## src/rtl/kts_pkg.sv

```systemverilog
package kts_pkg;

   localparam int LEXEME_CHARS_DEF = 8;
   localparam int TEXT_W           = 64;
   localparam int OBUF_DEPTH       = 4;
   localparam int KEYWORD_COUNT    = 8;

   localparam logic [4:0] KIND_ENDFILE = 5'd0;
   localparam logic [4:0] KIND_ERROR   = 5'd1;
   localparam logic [4:0] KIND_KW0     = 5'd2;
   localparam logic [4:0] KIND_ID      = 5'd10;
   localparam logic [4:0] KIND_NUM     = 5'd11;
   localparam logic [4:0] KIND_ASSIGN  = 5'd12;
   localparam logic [4:0] KIND_PLUS    = 5'd13;
   localparam logic [4:0] KIND_MINUS   = 5'd14;
   localparam logic [4:0] KIND_TIMES   = 5'd15;
   localparam logic [4:0] KIND_OVER    = 5'd16;
   localparam logic [4:0] KIND_LPAREN  = 5'd17;
   localparam logic [4:0] KIND_RPAREN  = 5'd18;
   localparam logic [4:0] KIND_EQ      = 5'd19;
   localparam logic [4:0] KIND_LT      = 5'd20;
   localparam logic [4:0] KIND_SEMI    = 5'd21;

   typedef struct packed {
      logic [7:0] char_code;
      logic       end_of_input;
   } req_type;

   typedef struct packed {
      logic [4:0]        token_kind;
      logic [TEXT_W-1:0] lexeme_text;
      logic [3:0]        lexeme_length;
      logic              lexeme_truncated;
      logic              last_of_run;
   } rsp_type;

   // up to two tokens produced by one transaction, a before b
   typedef struct packed {
      logic    a_valid;
      logic    b_valid;
      rsp_type a;
      rsp_type b;
   } push_type;

   // keyword spellings, first character in the lowest byte
   localparam logic [TEXT_W-1:0] KW_TEXT [KEYWORD_COUNT] = '{
      64'h6669,         // if
      64'h6E656874,     // then
      64'h65736C65,     // else
      64'h646E65,       // end
      64'h746165706572, // repeat
      64'h6C69746E75,   // until
      64'h64616572,     // read
      64'h6574697277    // write
   };
   localparam logic [3:0] KW_LEN [KEYWORD_COUNT] = '{
      4'd2, 4'd4, 4'd4, 4'd3, 4'd6, 4'd5, 4'd4, 4'd5
   };

   function automatic logic [4:0] id_kind(input logic [TEXT_W-1:0] text,
                                          input logic [3:0] len,
                                          input logic ovf);
      logic [4:0] kind;
      kind = KIND_ID;
      for (int k = KEYWORD_COUNT - 1; k >= 0; k--) begin
         if (!ovf && text == KW_TEXT[k] && len == KW_LEN[k]) begin
            kind = KIND_KW0 + 5'(k);
         end
      end
      return kind;
   endfunction

   function automatic logic [4:0] single_kind(input logic [7:0] c);
      logic [4:0] kind;
      unique case (c)
         8'h2B:   kind = KIND_PLUS;
         8'h2D:   kind = KIND_MINUS;
         8'h2A:   kind = KIND_TIMES;
         8'h2F:   kind = KIND_OVER;
         8'h28:   kind = KIND_LPAREN;
         8'h29:   kind = KIND_RPAREN;
         8'h3D:   kind = KIND_EQ;
         8'h3C:   kind = KIND_LT;
         8'h3B:   kind = KIND_SEMI;
         default: kind = KIND_ERROR;
      endcase
      return kind;
   endfunction

endpackage

```

## src/rtl/kts_lexer.sv

```systemverilog
module kts_lexer #(
   parameter int LEXEME_CHARS = kts_pkg::LEXEME_CHARS_DEF
) (
   input  logic              clock,
   input  logic              reset,
   input  logic              advance,
   input  kts_pkg::req_type  req,
   output kts_pkg::push_type push
);

   localparam int BUF_W = 8 * LEXEME_CHARS;

   localparam logic [7:0] CH_SPACE  = 8'h20;
   localparam logic [7:0] CH_TAB    = 8'h09;
   localparam logic [7:0] CH_NL     = 8'h0A;
   localparam logic [7:0] CH_LBRACE = 8'h7B;
   localparam logic [7:0] CH_RBRACE = 8'h7D;
   localparam logic [7:0] CH_COLON  = 8'h3A;
   localparam logic [7:0] CH_EQUAL  = 8'h3D;

   typedef enum logic [2:0] {
      PH_START   = 3'd0,
      PH_COMMENT = 3'd1,
      PH_NUM     = 3'd2,
      PH_ID      = 3'd3,
      PH_COLON   = 3'd4
   } phase_type;

   phase_type        phase_ff, phase_in;
   logic [BUF_W-1:0] text_ff, text_in;
   logic [3:0]       count_ff, count_in;
   logic             ovf_ff, ovf_in;

   logic [BUF_W-1:0] saved_text;
   logic             full;
   logic             is_digit, is_letter, is_blank;
   logic             rescan;
   logic [7:0]       c;
   logic [4:0]       word_kind;

   assign c         = req.char_code;
   assign is_digit  = (c >= 8'h30) && (c <= 8'h39);
   assign is_letter = ((c >= 8'h61) && (c <= 8'h7A)) || ((c >= 8'h41) && (c <= 8'h5A));
   assign is_blank  = (c == CH_SPACE) || (c == CH_TAB) || (c == CH_NL);
   assign full      = count_ff >= 4'(LEXEME_CHARS);
   assign word_kind = kts_pkg::id_kind(kts_pkg::TEXT_W'(text_ff), count_ff, ovf_ff);

   // buffer with the current character dropped into the next free byte
   always_comb begin
      saved_text = text_ff;
      for (int i = 0; i < LEXEME_CHARS; i++) begin
         if (count_ff == 4'(i)) begin
            saved_text[8*i +: 8] = c;
         end
      end
   end

   always_comb begin
      phase_in = phase_ff;
      text_in  = text_ff;
      count_in = count_ff;
      ovf_in   = ovf_ff;
      rescan   = 1'b0;

      push.a_valid            = 1'b0;
      push.a.token_kind       = word_kind;
      push.a.lexeme_text      = kts_pkg::TEXT_W'(text_ff);
      push.a.lexeme_length    = count_ff;
      push.a.lexeme_truncated = ovf_ff;
      push.b_valid            = 1'b0;
      push.b.token_kind       = kts_pkg::single_kind(c);
      push.b.lexeme_text      = kts_pkg::TEXT_W'(c);
      push.b.lexeme_length    = 4'd1;
      push.b.lexeme_truncated = 1'b0;

      if (req.end_of_input) begin
         unique case (phase_ff)
            PH_NUM: begin
               push.a_valid      = 1'b1;
               push.a.token_kind = kts_pkg::KIND_NUM;
            end
            PH_ID: begin
               push.a_valid = 1'b1;
            end
            PH_COLON: begin
               push.a_valid      = 1'b1;
               push.a.token_kind = kts_pkg::KIND_ERROR;
            end
            default: ;
         endcase
         push.b_valid            = 1'b1;
         push.b.token_kind       = kts_pkg::KIND_ENDFILE;
         push.b.lexeme_text      = '0;
         push.b.lexeme_length    = 4'd0;
         phase_in = PH_START;
         text_in  = '0;
         count_in = 4'd0;
         ovf_in   = 1'b0;
      end else begin
         unique case (phase_ff)
            PH_COMMENT: begin
               if (c == CH_RBRACE) begin
                  phase_in = PH_START;
               end
            end
            PH_NUM, PH_ID: begin
               if ((phase_ff == PH_NUM) ? is_digit : is_letter) begin
                  if (full) begin
                     ovf_in = 1'b1;
                  end else begin
                     text_in  = saved_text;
                     count_in = count_ff + 4'd1;
                  end
               end else begin
                  push.a_valid = 1'b1;
                  if (phase_ff == PH_NUM) begin
                     push.a.token_kind = kts_pkg::KIND_NUM;
                  end
                  rescan = 1'b1;
               end
            end
            PH_COLON: begin
               push.a_valid = 1'b1;
               if (c == CH_EQUAL) begin
                  push.a.token_kind    = kts_pkg::KIND_ASSIGN;
                  push.a.lexeme_text   = kts_pkg::TEXT_W'(saved_text);
                  push.a.lexeme_length = count_ff + 4'd1;
                  phase_in = PH_START;
                  text_in  = '0;
                  count_in = 4'd0;
                  ovf_in   = 1'b0;
               end else begin
                  push.a.token_kind = kts_pkg::KIND_ERROR;
                  rescan = 1'b1;
               end
            end
            default: rescan = 1'b1;
         endcase

         // the start state always sees an empty lexeme buffer
         if (rescan) begin
            phase_in = PH_START;
            text_in  = '0;
            count_in = 4'd0;
            ovf_in   = 1'b0;
            priority if (is_blank) begin
            end else if (c == CH_LBRACE) begin
               phase_in = PH_COMMENT;
            end else if (is_digit || is_letter || c == CH_COLON) begin
               text_in  = BUF_W'(c);
               count_in = 4'd1;
               if (is_digit) begin
                  phase_in = PH_NUM;
               end else if (is_letter) begin
                  phase_in = PH_ID;
               end else begin
                  phase_in = PH_COLON;
               end
            end else begin
               push.b_valid = 1'b1;
            end
         end
      end

      push.a.last_of_run = !push.b_valid;
      push.b.last_of_run = 1'b1;
   end

   always_ff @(posedge clock) begin
      if (reset) begin
         phase_ff <= PH_START;
         text_ff  <= '0;
         count_ff <= 4'd0;
         ovf_ff   <= 1'b0;
      end else if (advance) begin
         phase_ff <= phase_in;
         text_ff  <= text_in;
         count_ff <= count_in;
         ovf_ff   <= ovf_in;
      end
   end

endmodule

```

## src/rtl/kts_out_queue.sv

```systemverilog
module kts_out_queue (
   input  logic              clock,
   input  logic              reset,
   input  logic              push_en,
   input  kts_pkg::push_type push,
   output logic              has_room,
   output logic              rsp_valid,
   input  logic              rsp_ready,
   output kts_pkg::rsp_type  rsp_data
);

   localparam int DEPTH = kts_pkg::OBUF_DEPTH;
   localparam int PW    = $clog2(DEPTH);
   localparam int LW    = $clog2(DEPTH + 1);

   kts_pkg::rsp_type entry_ff [DEPTH];
   logic [PW-1:0]    wr_ff, wr_in;
   logic [PW-1:0]    rd_ff, rd_in;
   logic [LW-1:0]    level_ff, level_in;
   logic [1:0]       n_push;
   logic             pop;
   kts_pkg::rsp_type first;

   assign n_push = push_en ? ({1'b0, push.a_valid} + {1'b0, push.b_valid}) : 2'd0;
   assign first  = push.a_valid ? push.a : push.b;
   assign pop    = rsp_valid && rsp_ready;

   assign rsp_valid = level_ff != LW'(0);
   assign rsp_data  = entry_ff[rd_ff];
   // room for the worst case of two tokens from one transaction
   assign has_room  = level_ff <= LW'(DEPTH - 2);

   assign wr_in    = wr_ff + PW'(n_push);
   assign rd_in    = rd_ff + PW'(pop);
   assign level_in = level_ff + LW'(n_push) - LW'(pop);

   always_ff @(posedge clock) begin
      if (n_push != 2'd0) begin
         entry_ff[wr_ff] <= first;
      end
      if (n_push == 2'd2) begin
         entry_ff[wr_ff + PW'(1)] <= push.b;
      end
   end

   always_ff @(posedge clock) begin
      if (reset) begin
         wr_ff    <= '0;
         rd_ff    <= '0;
         level_ff <= '0;
      end else begin
         wr_ff    <= wr_in;
         rd_ff    <= rd_in;
         level_ff <= level_in;
      end
   end

endmodule

```

## src/rtl/keyword_token_scanner.sv

```systemverilog
// a token is registered into the result queue by the transaction that completes it, then leaves on rsp_
// throughput: one character per cycle while req_ready is high; a character may yield two tokens
// req_ready falls while the four-entry result queue has fewer than two free slots
// reset (synchronous) returns the automaton to its start state, clears the lexeme
// and empties the result queue
module keyword_token_scanner #(
   parameter int LEXEME_CHARS = kts_pkg::LEXEME_CHARS_DEF
) (
   input  logic             clock,
   input  logic             reset,
   input  logic             req_valid,
   output logic             req_ready,
   input  kts_pkg::req_type req_data,
   output logic             rsp_valid,
   input  logic             rsp_ready,
   output kts_pkg::rsp_type rsp_data
);

   kts_pkg::push_type push;
   logic              advance;

   assign advance = req_valid && req_ready;

   kts_lexer #(
      .LEXEME_CHARS(LEXEME_CHARS)
   ) u_lexer (
      .clock   (clock),
      .reset   (reset),
      .advance (advance),
      .req     (req_data),
      .push    (push)
   );

   kts_out_queue u_queue (
      .clock     (clock),
      .reset     (reset),
      .push_en   (advance),
      .push      (push),
      .has_room  (req_ready),
      .rsp_valid (rsp_valid),
      .rsp_ready (rsp_ready),
      .rsp_data  (rsp_data)
   );

`ifndef ASSERT_OFF
   a_eof_yields_token: assert property (@(posedge clock) disable iff (reset)
      advance && req_data.end_of_input |=> rsp_valid)
      else $error("end of input produced no token");

   a_eof_empty: assert property (@(posedge clock) disable iff (reset)
      rsp_valid && rsp_data.token_kind == kts_pkg::KIND_ENDFILE |->
         rsp_data.lexeme_length == 4'd0 && !rsp_data.lexeme_truncated)
      else $error("end-of-file token carries a lexeme");

   a_len_bound: assert property (@(posedge clock) disable iff (reset)
      rsp_valid |-> rsp_data.lexeme_length <= 4'(LEXEME_CHARS))
      else $error("lexeme length beyond buffer");

   a_trunc_full: assert property (@(posedge clock) disable iff (reset)
      rsp_valid && rsp_data.lexeme_truncated |->
         rsp_data.lexeme_length == 4'(LEXEME_CHARS))
      else $error("truncated lexeme with buffer not full");
`endif

endmodule
```

## config.mk

```make
export PLATFORM = sky130hd
export DESIGN_NAME = keyword_token_scanner
export DESIGN_NICKNAME = d
export VERILOG_FILES = /design/src/rtl/kts_pkg.sv /design/src/rtl/kts_lexer.sv /design/src/rtl/kts_out_queue.sv /design/src/rtl/keyword_token_scanner.sv
export SDC_FILE = /design/constraint.sdc
export NUM_CORES = 1
export LEC_CHECK = 0
export BUFFER_PORTS_ARGS = -buffer_cell sky130_fd_sc_hd__buf_2
export CORE_MARGIN = 3
export CORE_UTILIZATION = 55
export CTS_CLUSTER_SIZE = 8
export DETAILED_ROUTE_END_ITERATION = 8
export PLACE_DENSITY = 0.73
export SETUP_SLACK_MARGIN = 0.02
export SLEW_MARGIN = 20
export SYNTH_ARGS = -nofsm -noshare
export SYNTH_HDL_FRONTEND = slang
export SYNTH_SLANG_ARGS = --single-unit
```

## constraint.sdc

```tcl
create_clock -name clock -period 5 [get_ports clock]
set_input_delay 1 -clock clock [delete_from_list [all_inputs] [get_ports clock]]
set_output_delay 1 -clock clock [all_outputs]
set_load 0.05 [all_outputs]
```

==> impl_metrics.csv, run 1 <==
group,metric,value,unit
worst_setup_path,startpoint_type,"input pin",
sta,fmax,233,MHz
sta,setup_viol,0,
clock_network,cts_resized,0,
drt,dr.pass1.iters,6,
sta,fin_crit,4.29,ns
synthesis,syn_nets,1681,
worst_setup_path,cp.required,5.26,ns
synthesis,synthMuxAreaShare,10.2,%
clock_network,cts_buffers,53,
power,irDropWorstVdd,0.288,mV
power,p_int,0.00558,W
worst_setup_path,crit_fanout,15,
clock_network,tritoncts,"done",
synthesis,synth_top_family_by_area,"compound AO/OA/AOI/OAI gates",
clock_network,cts_setup_buffers,0,
drt,wirelength,49.2,mm
worst_setup_path,crit_arrival,4.55,ns
sta,report.final.hold_viol_count,0,
worst_hold_path,holdPathStages,2,
power,p_per_area,419,nW/µm²
power,power_switching,0.00230,W
floorplan,coreArea,29700,µm²
synthesis,ys_warn_count,0,
sta,relSlewSlack,21.5,%
power,power.leakage,6.52,nW
floorplan,design.die.area,32400,µm²
floorplan,die_x,180,µm
synthesis,async_flop_share,0,%
power,combinationalPowerShare,16.8,%
synthesis,netlist_area,16700,µm²
grt,grt_first_pass_wirelength,76.2,mm
power,seq_power_share,42.5,%
worst_setup_path,critical_path.endpoint_type,"flop",
worst_setup_path,cp_slowest_stage_delay,0.57,ns
clock_network,clock-root-buffer,"clkbuf_16",
synthesis,synth_cell_types,79,
drt,routed_via_density,6.69,
drt,drt-initial-drc-count,1473,
power,power.share.switching,29.2,%
drt,wl_per_cell,23.3,µm
synthesis,synth_cells,1657,
grt,grt_start_max_net_pins,90,
placement,io_buffers,89,
synthesis,seq_area_frac_synth,48.9,%
sta,finalCritPeriodShare,85.7,%
worst_setup_path,critPathBufInv,4,
sta,rsz0062_at_grt,"false",
synthesis,synth_seq_cells,379,
floorplan,start_util,56.0,%
worst_setup_path,crit_type,"input pin to flop",
worst_hold_path,min_to,"u_queue.entry_ff[3][52]$_SDFFE_PP0P_",
worst_hold_path,hold_path_class,"flop to flop",
worst_setup_path,path_cells,"buf_2, or4_1, o221ai_1, a21oi_1, a21o_1, o31ai_1, ha_1, o21ai_1, buf_4, nor3_1, nor2_1, inv_1, buf_4",
clock_network,clockBufferDepth,3,
finish,final_core_util,63.3,%
clock_network,clkLatencyLatePin,0.56,ns
clock_network,clk_pin_slew,0.05,ns
finish,syn_to_final_growth,13.0,%
placement,post-dp-hpwl,32.4,mm
synthesis,synth-compound-area-share,18.9,%
worst_setup_path,ff2ff_path_depth,11,
sta,tightest_slew,1.18,ns
placement,place.gp.congestion,1.00,
sta,slew_violations,0,
floorplan,row_count,63,
worst_hold_path,hp-start,"u_queue.entry_ff[3][52]$_SDFFE_PP0P_",
worst_setup_path,rr_startpoint,"u_lexer.phase_ff[0]$_SDFFE_PP0P_",
worst_setup_path,r2r_end,"u_queue.entry_ff[0][11]$_DFFE_PP_",
clock_network,cts.htree.levels,2,
drt,drc,0,
sta,skew,0.0219,ns
grt,antenna_found_initial,0,
synthesis,synth.avg_cell_area,10.0,µm²
finish,drive_above_1_share,17.7,%
synthesis,synth_edf_count,56,
finish,fillers,2392,
drt,vias,14100,
grt,first_global_vias,13600,
worst_setup_path,worst_path_max_delay_cell,"or4_1",
synthesis,synth-adder-area-share,0.872,%
clock_network,ctsHoldBuffers,0,
floorplan,die_h,180,µm
grt,grtUsageTotal,29.4,%
worst_setup_path,r2r_slack,1.21,ns
synthesis,synth-simple-area-share,16.5,%
finish,final_nets,1731,
grt,overflow,0,
sta,setup-tns-final,0,ns
outcome,status,"complete, no violations",
drt,ant_nets,0,
synthesis,synth_xor_xnor_area_share,0.421,%
floorplan,io_pins,90,
synthesis,synthFlopType,"dfxtp_1",
power,pwr-share-clk,40.7,%
worst_setup_path,cpLargestDelayFamily,"simple AND/OR/NAND/NOR gates",
worst_setup_path,crit_top_cell,"buf_4",
clock_network,cts_num_sinks,379,
flow_run,maxCapViolations,0,
[stage by stage]
step                      total power, W  std cells  setup WS, ns  hold slack, ns  cell area [µm²]
after CTS                        0.00789       2109         0.816           0.449            18800
after global placement           0.00469       2042         0.257           0.429            17400
after floorplan                  0.00430       1657         0.510           0.420            16700
final                            0.00788       2110         0.714           0.451            18800
after global routing             0.00810       2109         0.533           0.470            18800
after detailed placement         0.00471       2042         0.245           0.438            17400
[cell type report]
type                            count  area [µm²]  area share [%]
Tap cell                          390         488            2.59
Antenna cell                        1        2.50          0.0133
Sequential cell                   379        8160            43.3
Timing Repair Buffer              136         848            4.51
Clock buffer                       64        1390            7.38
Inverter                           17        63.8           0.339
Multi-Input combinational cell   1120        7800            41.5
Clock inverter                      3        68.8           0.366
[power groups by stage]
stage | registers (W) | clock network, W | logic (W)
2_1_floorplan | 0.00328 | 0 | 0.00102
3_3_place_gp | 0.00340 | 0 | 0.00129
3_5_place_dp | 0.00341 | 0 | 0.00130
4_1_cts | 0.00335 | 0.00323 | 0.00131
5_1_grt | 0.00336 | 0.00335 | 0.00139
6_report | 0.00335 | 0.00321 | 0.00132
[how the worst max path moves through the flow]
stage / cells after the start / start / to
final: 13 / req_data[1] / u_queue.entry_ff[0][11]$_DFFE_PP_
after detailed placement: 13 / req_data[1] / u_queue.entry_ff[0][71]$_DFFE_PP_
after global routing: 12 / req_data[1] / u_queue.entry_ff[3][36]$_SDFFE_PP0P_
after floorplan: 13 / req_data[1] / u_queue.entry_ff[3][71]$_DFFE_PP_
after CTS: 13 / req_data[1] / u_queue.entry_ff[0][11]$_DFFE_PP_
after global placement: 14 / req_data[1] / u_queue.entry_ff[0][6]$_DFFE_PP_
[routing by layer]
metal / wire, µm / vias up / track usage, %
met2: 22600 / 744 / 47.1
met3: 4460 / 103 / 5.26
met1: 20500 / 6903 / 40.9
met5: 0 / - / 0
li1: - / 6361 / -
met4: 1570 / 0 / 9.75
[flip-flops by register name (all words and copies together), names as in the netlist]
register	cells
u_lexer.count_ff	4
u_lexer.ovf_ff	1
u_lexer.phase_ff	3
u_lexer.text_ff	64
u_queue.entry_ff	300
u_queue.level_ff	3
u_queue.rd_ff	2
u_queue.wr_ff	2
[Yosys cell counts, drive strengths merged (5+ instances only)]
library cell | number | area [µm²]
mux4 | 75 | 1690
a21oi | 34 | 178
or3 | 8 | 51.3
nor4bb | 5 | 50.1
or4 | 11 | 91.3
o21ai | 265 | 1330
ha | 10 | 125
and3 | 6 | 43.8
clkbuf | 114 | 488
dfxtp | 323 | 6470
buf | 26 | 120
a22oi | 11 | 82.6
and2 | 19 | 120
inv | 17 | 63.8
o22ai | 41 | 257
or2 | 5 | 31.3
nor2 | 71 | 267
nor2b | 17 | 106
nand3b | 7 | 52.6
nand2b | 15 | 93.8
a32o | 49 | 490
nand3 | 170 | 851
nand2 | 126 | 473
a22o | 58 | 510
xnor2 | 6 | 52.6
nor4 | 22 | 159
edfxtp | 56 | 1680
nand4 | 16 | 100
nor3 | 12 | 60.1
[kinds of logic after synthesis]
logic type,after synthesis
fa+ha+maj,11
mux,76
xor+xnor,8
compound gates,493
flops,379
simple gates,532
buf+inv,158
[cell usage in the layout, fill, tap and decap left out, drive strengths merged, types with 15 or more instances in the layout]
cell type  netlist  layout
nor2            71      71
o21ai          265     265
clkbuf         114      64
dfxtp          323     323
nand2b          15      15
a21oi           34      34
nand4           16      16
inv             17      18
and2            19      19
a32o            49      49
edfxtp          56      56
o22ai           41      41
nand3          170     170
buf             26     136
a22o            58      58
mux4            75      75
nor2b           17      17
nand2          126     126
nor4            22      22
[worst min-delay path, cell delays in order (launching register included)]
cell	delay, ns
dfxtp_1	0.32
nand2_1	0.04
o21ai_0	0.06
(Power assumes the default switching activity.)
==> inputs of run 2 (changes only) <==
==> constraint.sdc (replaced) <==
create_clock -name clock -period 4.1 [get_ports clock]
set_input_delay 0.82 -clock clock [delete_from_list [all_inputs] [get_ports clock]]
set_output_delay 0.82 -clock clock [all_outputs]
set_load 0.05 [all_outputs]
==> impl_metrics.csv, run 2 (synthesized netlist as in run 1, its figures left out) <==
group,metric,value,unit
sta,rsz0062_at_grt,"false",
finish,drive_above_1_share,20.2,%
power,power.share.switching,28.9,%
drt,drc,0,
finish,reg_top3,"u_queue.entry_ff (300), u_lexer.text_ff (64), u_lexer.count_ff (4)",
grt,grt_start_max_net_pins,85,
power,power_switching,0.00279,W
sta,tightest_slew,0.860,ns
worst_setup_path,worst_path_max_delay_cell,"or4_1",
floorplan,coreArea,29700,µm²
sta,fmax,282,MHz
sta,finalCritPeriodShare,86.6,%
drt,wirelength,49.1,mm
floorplan,io_pins,90,
finish,largest_reg_flops,300,
power,p_per_area,499,nW/µm²
sta,slew_violations,0,
drt,dr.pass1.iters,6,
finish,antennaDiodeCount,0,
worst_hold_path,hold_path_class,"flop to flop",
power,p_int,0.00687,W
drt,wl_per_cell,22.7,µm
clock_network,cts_buffers,53,
finish,multiInputGateArea,7810,µm²
clock_network,clock-root-buffer,"clkbuf_16",
finish,stdcell_area,19400,µm²
worst_hold_path,hp-start,"u_queue.entry_ff[3][53]$_SDFFE_PP0P_",
drt,drt-initial-drc-count,1726,
clock_network,cts.htree.levels,2,
outcome,status,"complete, no violations",
worst_setup_path,cp.required,4.41,ns
finish,area.sequential,8160,µm²
drt,vias,14300,
floorplan,die_x,180,µm
floorplan,start_util,56.0,%
finish,final_nets,1784,
drt,routed_via_density,6.59,
grt,grtUsageTotal,29.9,%
placement,post_dp_cell_area,17900,µm²
power,power.leakage,6.83,nW
finish,layout_commonest_cell,"dfxtp_1",
clock_network,cts_num_sinks,379,
worst_setup_path,startpoint,"req_data[1]",
sta,setup-tns-final,0,ns
drt,ant_nets,0,
clock_network,cts_resized,0,
clock_network,tritoncts,"done",
worst_setup_path,cp_slowest_stage_delay,0.56,ns
power,pwr-share-clk,40.5,%
clock_network,clkLatencyLatePin,0.56,ns
clock_network,clockBufferDepth,3,
sta,hold_ws,0.452,ns
grt,overflow,0,
worst_setup_path,startpoint_type,"input pin",
floorplan,design.die.area,32400,µm²
sta,setup_viol,0,
placement,place.gp.congestion,0.977,
worst_setup_path,path_cells,"buf_2, or4_1, o221ai_1, nand2_1, nor2b_1, inv_1, o31ai_1, ha_1, o21ai_2, buf_4, nor2_1, nor2_1, inv_1, buf_12",
power,seq_power_share,41.9,%
worst_setup_path,rr_startpoint,"u_lexer.phase_ff[2]$_SDFFE_PP0P_",
grt,first_global_vias,14100,
worst_setup_path,critical_path.endpoint_type,"flop",
finish,regMostFlops,"u_queue.entry_ff",
finish,final_cell_mix,"dfxtp_1 (321), o21ai_0 (259), nand3_1 (170)",
sta,skew,0.0185,ns
sta,relSlewSlack,42.4,%
finish,fillers,2333,
clock_network,clk_pin_slew,0.05,ns
flow_run,maxCapViolations,0,
floorplan,die_h,180,µm
power,total_power,0.00967,W
worst_setup_path,crit_type,"input pin to flop",
placement,io_buffers,89,
worst_setup_path,crit_fanout,14,
placement,post-dp-hpwl,33.7,mm
worst_setup_path,crit_arrival,3.86,ns
sta,fin_crit,3.55,ns
grt,grt_first_pass_wirelength,78.6,mm
power,irDropWorstVdd,0.328,mV
clock_network,ctsHoldBuffers,0,
clock_network,cts_setup_buffers,0,
power,combinationalPowerShare,17.6,%
grt,antenna_found_initial,0,
floorplan,row_count,63,
finish,syn_to_final_growth,16.3,%
sta,report.final.hold_viol_count,0,
## run 2: changes by cell type in the layout (fill, tap and decap cells not counted)
cell and delta:
buf_4 +42, buf_12 +11, clkbuf_1 +2, diode_2 -1
inv_1 -1, inv_2 +1, nor3_1 -1, nor3_2 +1
o21ai_1 -1, o21ai_2 +1, or3_1 +1, or3_2 -1
## run 2: metal layers
metal  GRT usage [%]  part of all wire, %  vias to the layer above
li1                -                    -                     6473
met1            41.6                   42                     7006
met2            47.6                   47                      691
met3            6.58                  9.1                       88
met4            8.26                  2.0                        0
met5               0                    0                        -
## run 2: worst paths after layout
| path | endpoint | slack (ns) | cells past startpoint |
|---|---|---|---|
| setup reg to reg | u_queue.entry_ff[1][73]$_DFFE_PP_ | 0.93 | 12 |
| hold / removal | u_queue.entry_ff[3][53]$_SDFFE_PP0P_ | 0.45 | 2 |
| hold reg to reg | u_queue.entry_ff[3][53]$_SDFFE_PP0P_ | 0.45 | 2 |
| setup / recovery | u_queue.entry_ff[1][73]$_DFFE_PP_ | 0.55 | 14 |
## run 2: metrics by stage
stage / util, % / worst slack, ns / cells
finish: 65.2 / 0.550 / 2164
global route: 65.2 / 0.331 / 2164
CTS: 65.2 / 0.585 / 2164
detailed placement: 60.2 / 0.0348 / 2095
global placement: 60.2 / 0.0969 / 2095
floorplan: - / 0.0257 / 1657
## run 2: cell type report
class,instances,share of cell area (%)
Clock buffer,66,7.21
Clock inverter,3,0.355
Inverter,17,0.329
Multi-Input combinational cell,1120,40.3
Sequential cell,379,42.1
Tap cell,390,2.52
Timing Repair Buffer,189,7.15
## run 2: power groups by stage
stage	registers [W]	logic [W]	clock network (W)
after floorplan	0.00400	0.00125	0
after detailed placement	0.00412	0.00169	0
after CTS	0.00405	0.00170	0.00395
after global placement	0.00412	0.00168	0
final	0.00405	0.00170	0.00392
after global routing	0.00407	0.00181	0.00411
## run 2: critical path, delay by kind of cell
| family | cells | cell delay [ns] |
|---|---|---|
| buf+inv | 5 | 0.67 |
| simple gates | 5 | 1.16 |
| compound gates | 3 | 0.84 |
| fa+ha+maj | 1 | 0.36 |
==> inputs of run 3 (changes only) <==
--- a/config.mk
+++ b/config.mk
@@ -5,7 +5,7 @@
 export SDC_FILE = /design/constraint.sdc
 export NUM_CORES = 1
 export LEC_CHECK = 0
-export BUFFER_PORTS_ARGS = -buffer_cell sky130_fd_sc_hd__buf_2
+export BUFFER_PORTS_ARGS = -buffer_cell sky130_fd_sc_hd__buf_4
 export CORE_MARGIN = 3
 export CORE_UTILIZATION = 55
 export CTS_CLUSTER_SIZE = 8
==> impl_metrics.csv, run 3 (synthesized netlist as in run 1, its figures left out) <==
group,metric,value,unit
outcome,status,"complete, no violations",
sta,skew,0.0134,ns
clock_network,clkLatencyLatePin,0.56,ns
placement,post_dp_cell_area,18100,µm²
floorplan,design.die.area,32400,µm²
power,irDropWorstVdd,0.342,mV
clock_network,tritoncts,"done",
grt,antenna_found_initial,0,
floorplan,io_pins,90,
clock_network,ctsHoldBuffers,0,
clock_network,cts.htree.levels,2,
worst_hold_path,hold_path_class,"flop to flop",
drt,routed_via_density,6.63,
finish,fillers,2274,
drt,drt-initial-drc-count,1856,
sta,report.final.hold_viol_count,0,
sta,rsz0062_at_grt,"false",
floorplan,die_h,180,µm
finish,syn_to_final_growth,17.6,%
grt,grtUsageTotal,30.0,%
grt,first_global_vias,14100,
sta,slew_violations,0,
drt,wl_per_cell,23.1,µm
floorplan,coreArea,29700,µm²
clock_network,cts_num_sinks,379,
floorplan,start_util,56.0,%
worst_hold_path,hp-start,"u_queue.entry_ff[1][47]$_SDFFE_PP0N_",
finish,regMostFlops,"u_queue.entry_ff",
grt,grt_first_pass_wirelength,78.6,mm
sta,setup_viol,0,
worst_setup_path,crit_arrival,4.15,ns
clock_network,cts_buffers,53,
placement,io_buffers,89,
worst_setup_path,cpLargestDelayFamily,"simple AND/OR/NAND/NOR gates",
floorplan,row_count,63,
sta,fmax,271,MHz
worst_setup_path,critPathBufInv,5,
drt,ant_nets,0,
worst_setup_path,crit_fanout,7,
placement,dpl.cell_count,2095,
worst_setup_path,cp_slowest_stage_delay,0.54,ns
finish,antennaDiodeCount,0,
sta,relSlewSlack,43.4,%
drt,dr.pass1.iters,6,
finish,final_nets,1784,
drt,drc,0,
worst_setup_path,startpoint_type,"input pin",
worst_setup_path,crit_type,"input pin to flop",
finish,multiInputGateArea,7810,µm²
clock_network,clockBufferDepth,3,
placement,post-dp-hpwl,33.4,mm
finish,drive_above_1_share,20.2,%
clock_network,clk_pin_slew,0.05,ns
finish,final_cell_mix,"dfxtp_1 (321), o21ai_0 (259), buf_4 (174)",
grt,grt_start_max_net_pins,81,
clock_network,cts_resized,0,
finish,stdcell_area,19600,µm²
power,p_per_area,497,nW/µm²
clock_network,cts_setup_buffers,0,
worst_setup_path,critical_path.endpoint_type,"flop",
drt,wirelength,50.0,mm
finish,layout_commonest_cell,"dfxtp_1",
finish,largest_reg_flops,300,
sta,fin_crit,3.69,ns
worst_setup_path,cp.required,4.55,ns
worst_setup_path,rr_startpoint,"u_lexer.phase_ff[2]$_SDFFE_PP0P_",
sta,tightest_slew,0.846,ns
floorplan,die_x,180,µm
finish,reg_top3,"u_queue.entry_ff (300), u_lexer.text_ff (64), u_lexer.count_ff (4)",
grt,overflow,0,
placement,place.gp.congestion,0.951,
clock_network,clock-root-buffer,"clkbuf_16",
worst_setup_path,startpoint,"req_data[1]",
power,power.leakage,6.84,nW
sta,finalCritPeriodShare,90.1,%
finish,stdcell_count,2163,
finish,area.sequential,8160,µm²
drt,vias,14300,
flow_run,maxCapViolations,0,
worst_setup_path,path_cells,"buf_4, or4_1, o221ai_1, nand2_1, nor2b_1, inv_1, o31ai_1, ha_1, o21ai_2, buf_4, nor2_1, nor2_1, inv_1, buf_4, o22a_1",
worst_setup_path,crit_top_cell,"buf_4",
worst_setup_path,worst_path_max_delay_cell,"or4_1",
## run 3: changes by cell type in the layout (fill, tap and decap cells not counted)
cell | before | now
buf_2 | 89 | 0
clkbuf_1 | 12 | 11
bufinv_16 | 1 | 0
buf_4 | 85 | 174
clkbuf_16 | 54 | 55
## run 3: power breakdown
group          internal [W]  leakage, nW  total, W  switching [W]
Clock               0.00238        0.707   0.00391        0.00153
Sequential          0.00390         3.11   0.00401       0.000111
Combinational      0.000623         3.03   0.00181        0.00119
Total               0.00690         6.84   0.00973        0.00283
## run 3: metrics by stage
stage          setup slack [ns]  utilization (%)  hold WS, ns  TNS (ns)  total power [W]
2_1_floorplan            0.0257                -        0.420         0          0.00525
3_3_place_gp             0.0415             61.0        0.429         0          0.00585
3_5_place_dp            -0.0265             61.0        0.441   -0.0265          0.00587
4_1_cts                   0.507             65.9        0.452         0          0.00974
5_1_grt                   0.210             65.9        0.470         0           0.0100
6_report                  0.407             65.9        0.452         0          0.00973
## run 3: layer usage
metal | up-vias | GRT usage (%) | wire (µm)
li1 | 6474 | - | -
met1 | 6977 | 41.8 | 20700
met2 | 773 | 47.8 | 23000
met3 | 115 | 5.32 | 4820
met4 | 0 | 9.78 | 1480
met5 | - | 0 | 0
## run 3: worst reg2reg max path: cells and delay by family, from the launching register on
kind	cells	cell delay [ns]
simple gates	3	0.65
fa+ha+maj	1	0.37
flops	1	0.47
compound gates	6	1.18
buf+inv	3	0.51
## run 3: cell type report
class / count / share of cell area, %
flip-flops and latches: 379 / 41.6
repair buffers: 189 / 8.20
multi-input cells: 1120 / 39.9
inverters: 17 / 0.326
well taps: 390 / 2.49
clock buffers: 66 / 7.24
clock inverters: 2 / 0.198
## run 3: worst paths after layout
check | end | slack (ns) | cells past startpoint
setup / recovery | u_queue.entry_ff[1][0]$_SDFFE_PP1N_ | 0.41 | 15
setup reg to reg | u_queue.entry_ff[1][0]$_SDFFE_PP1N_ | 0.82 | 13
hold / removal | u_queue.entry_ff[1][47]$_SDFFE_PP0N_ | 0.45 | 2
hold reg to reg | u_queue.entry_ff[1][47]$_SDFFE_PP0N_ | 0.45 | 2
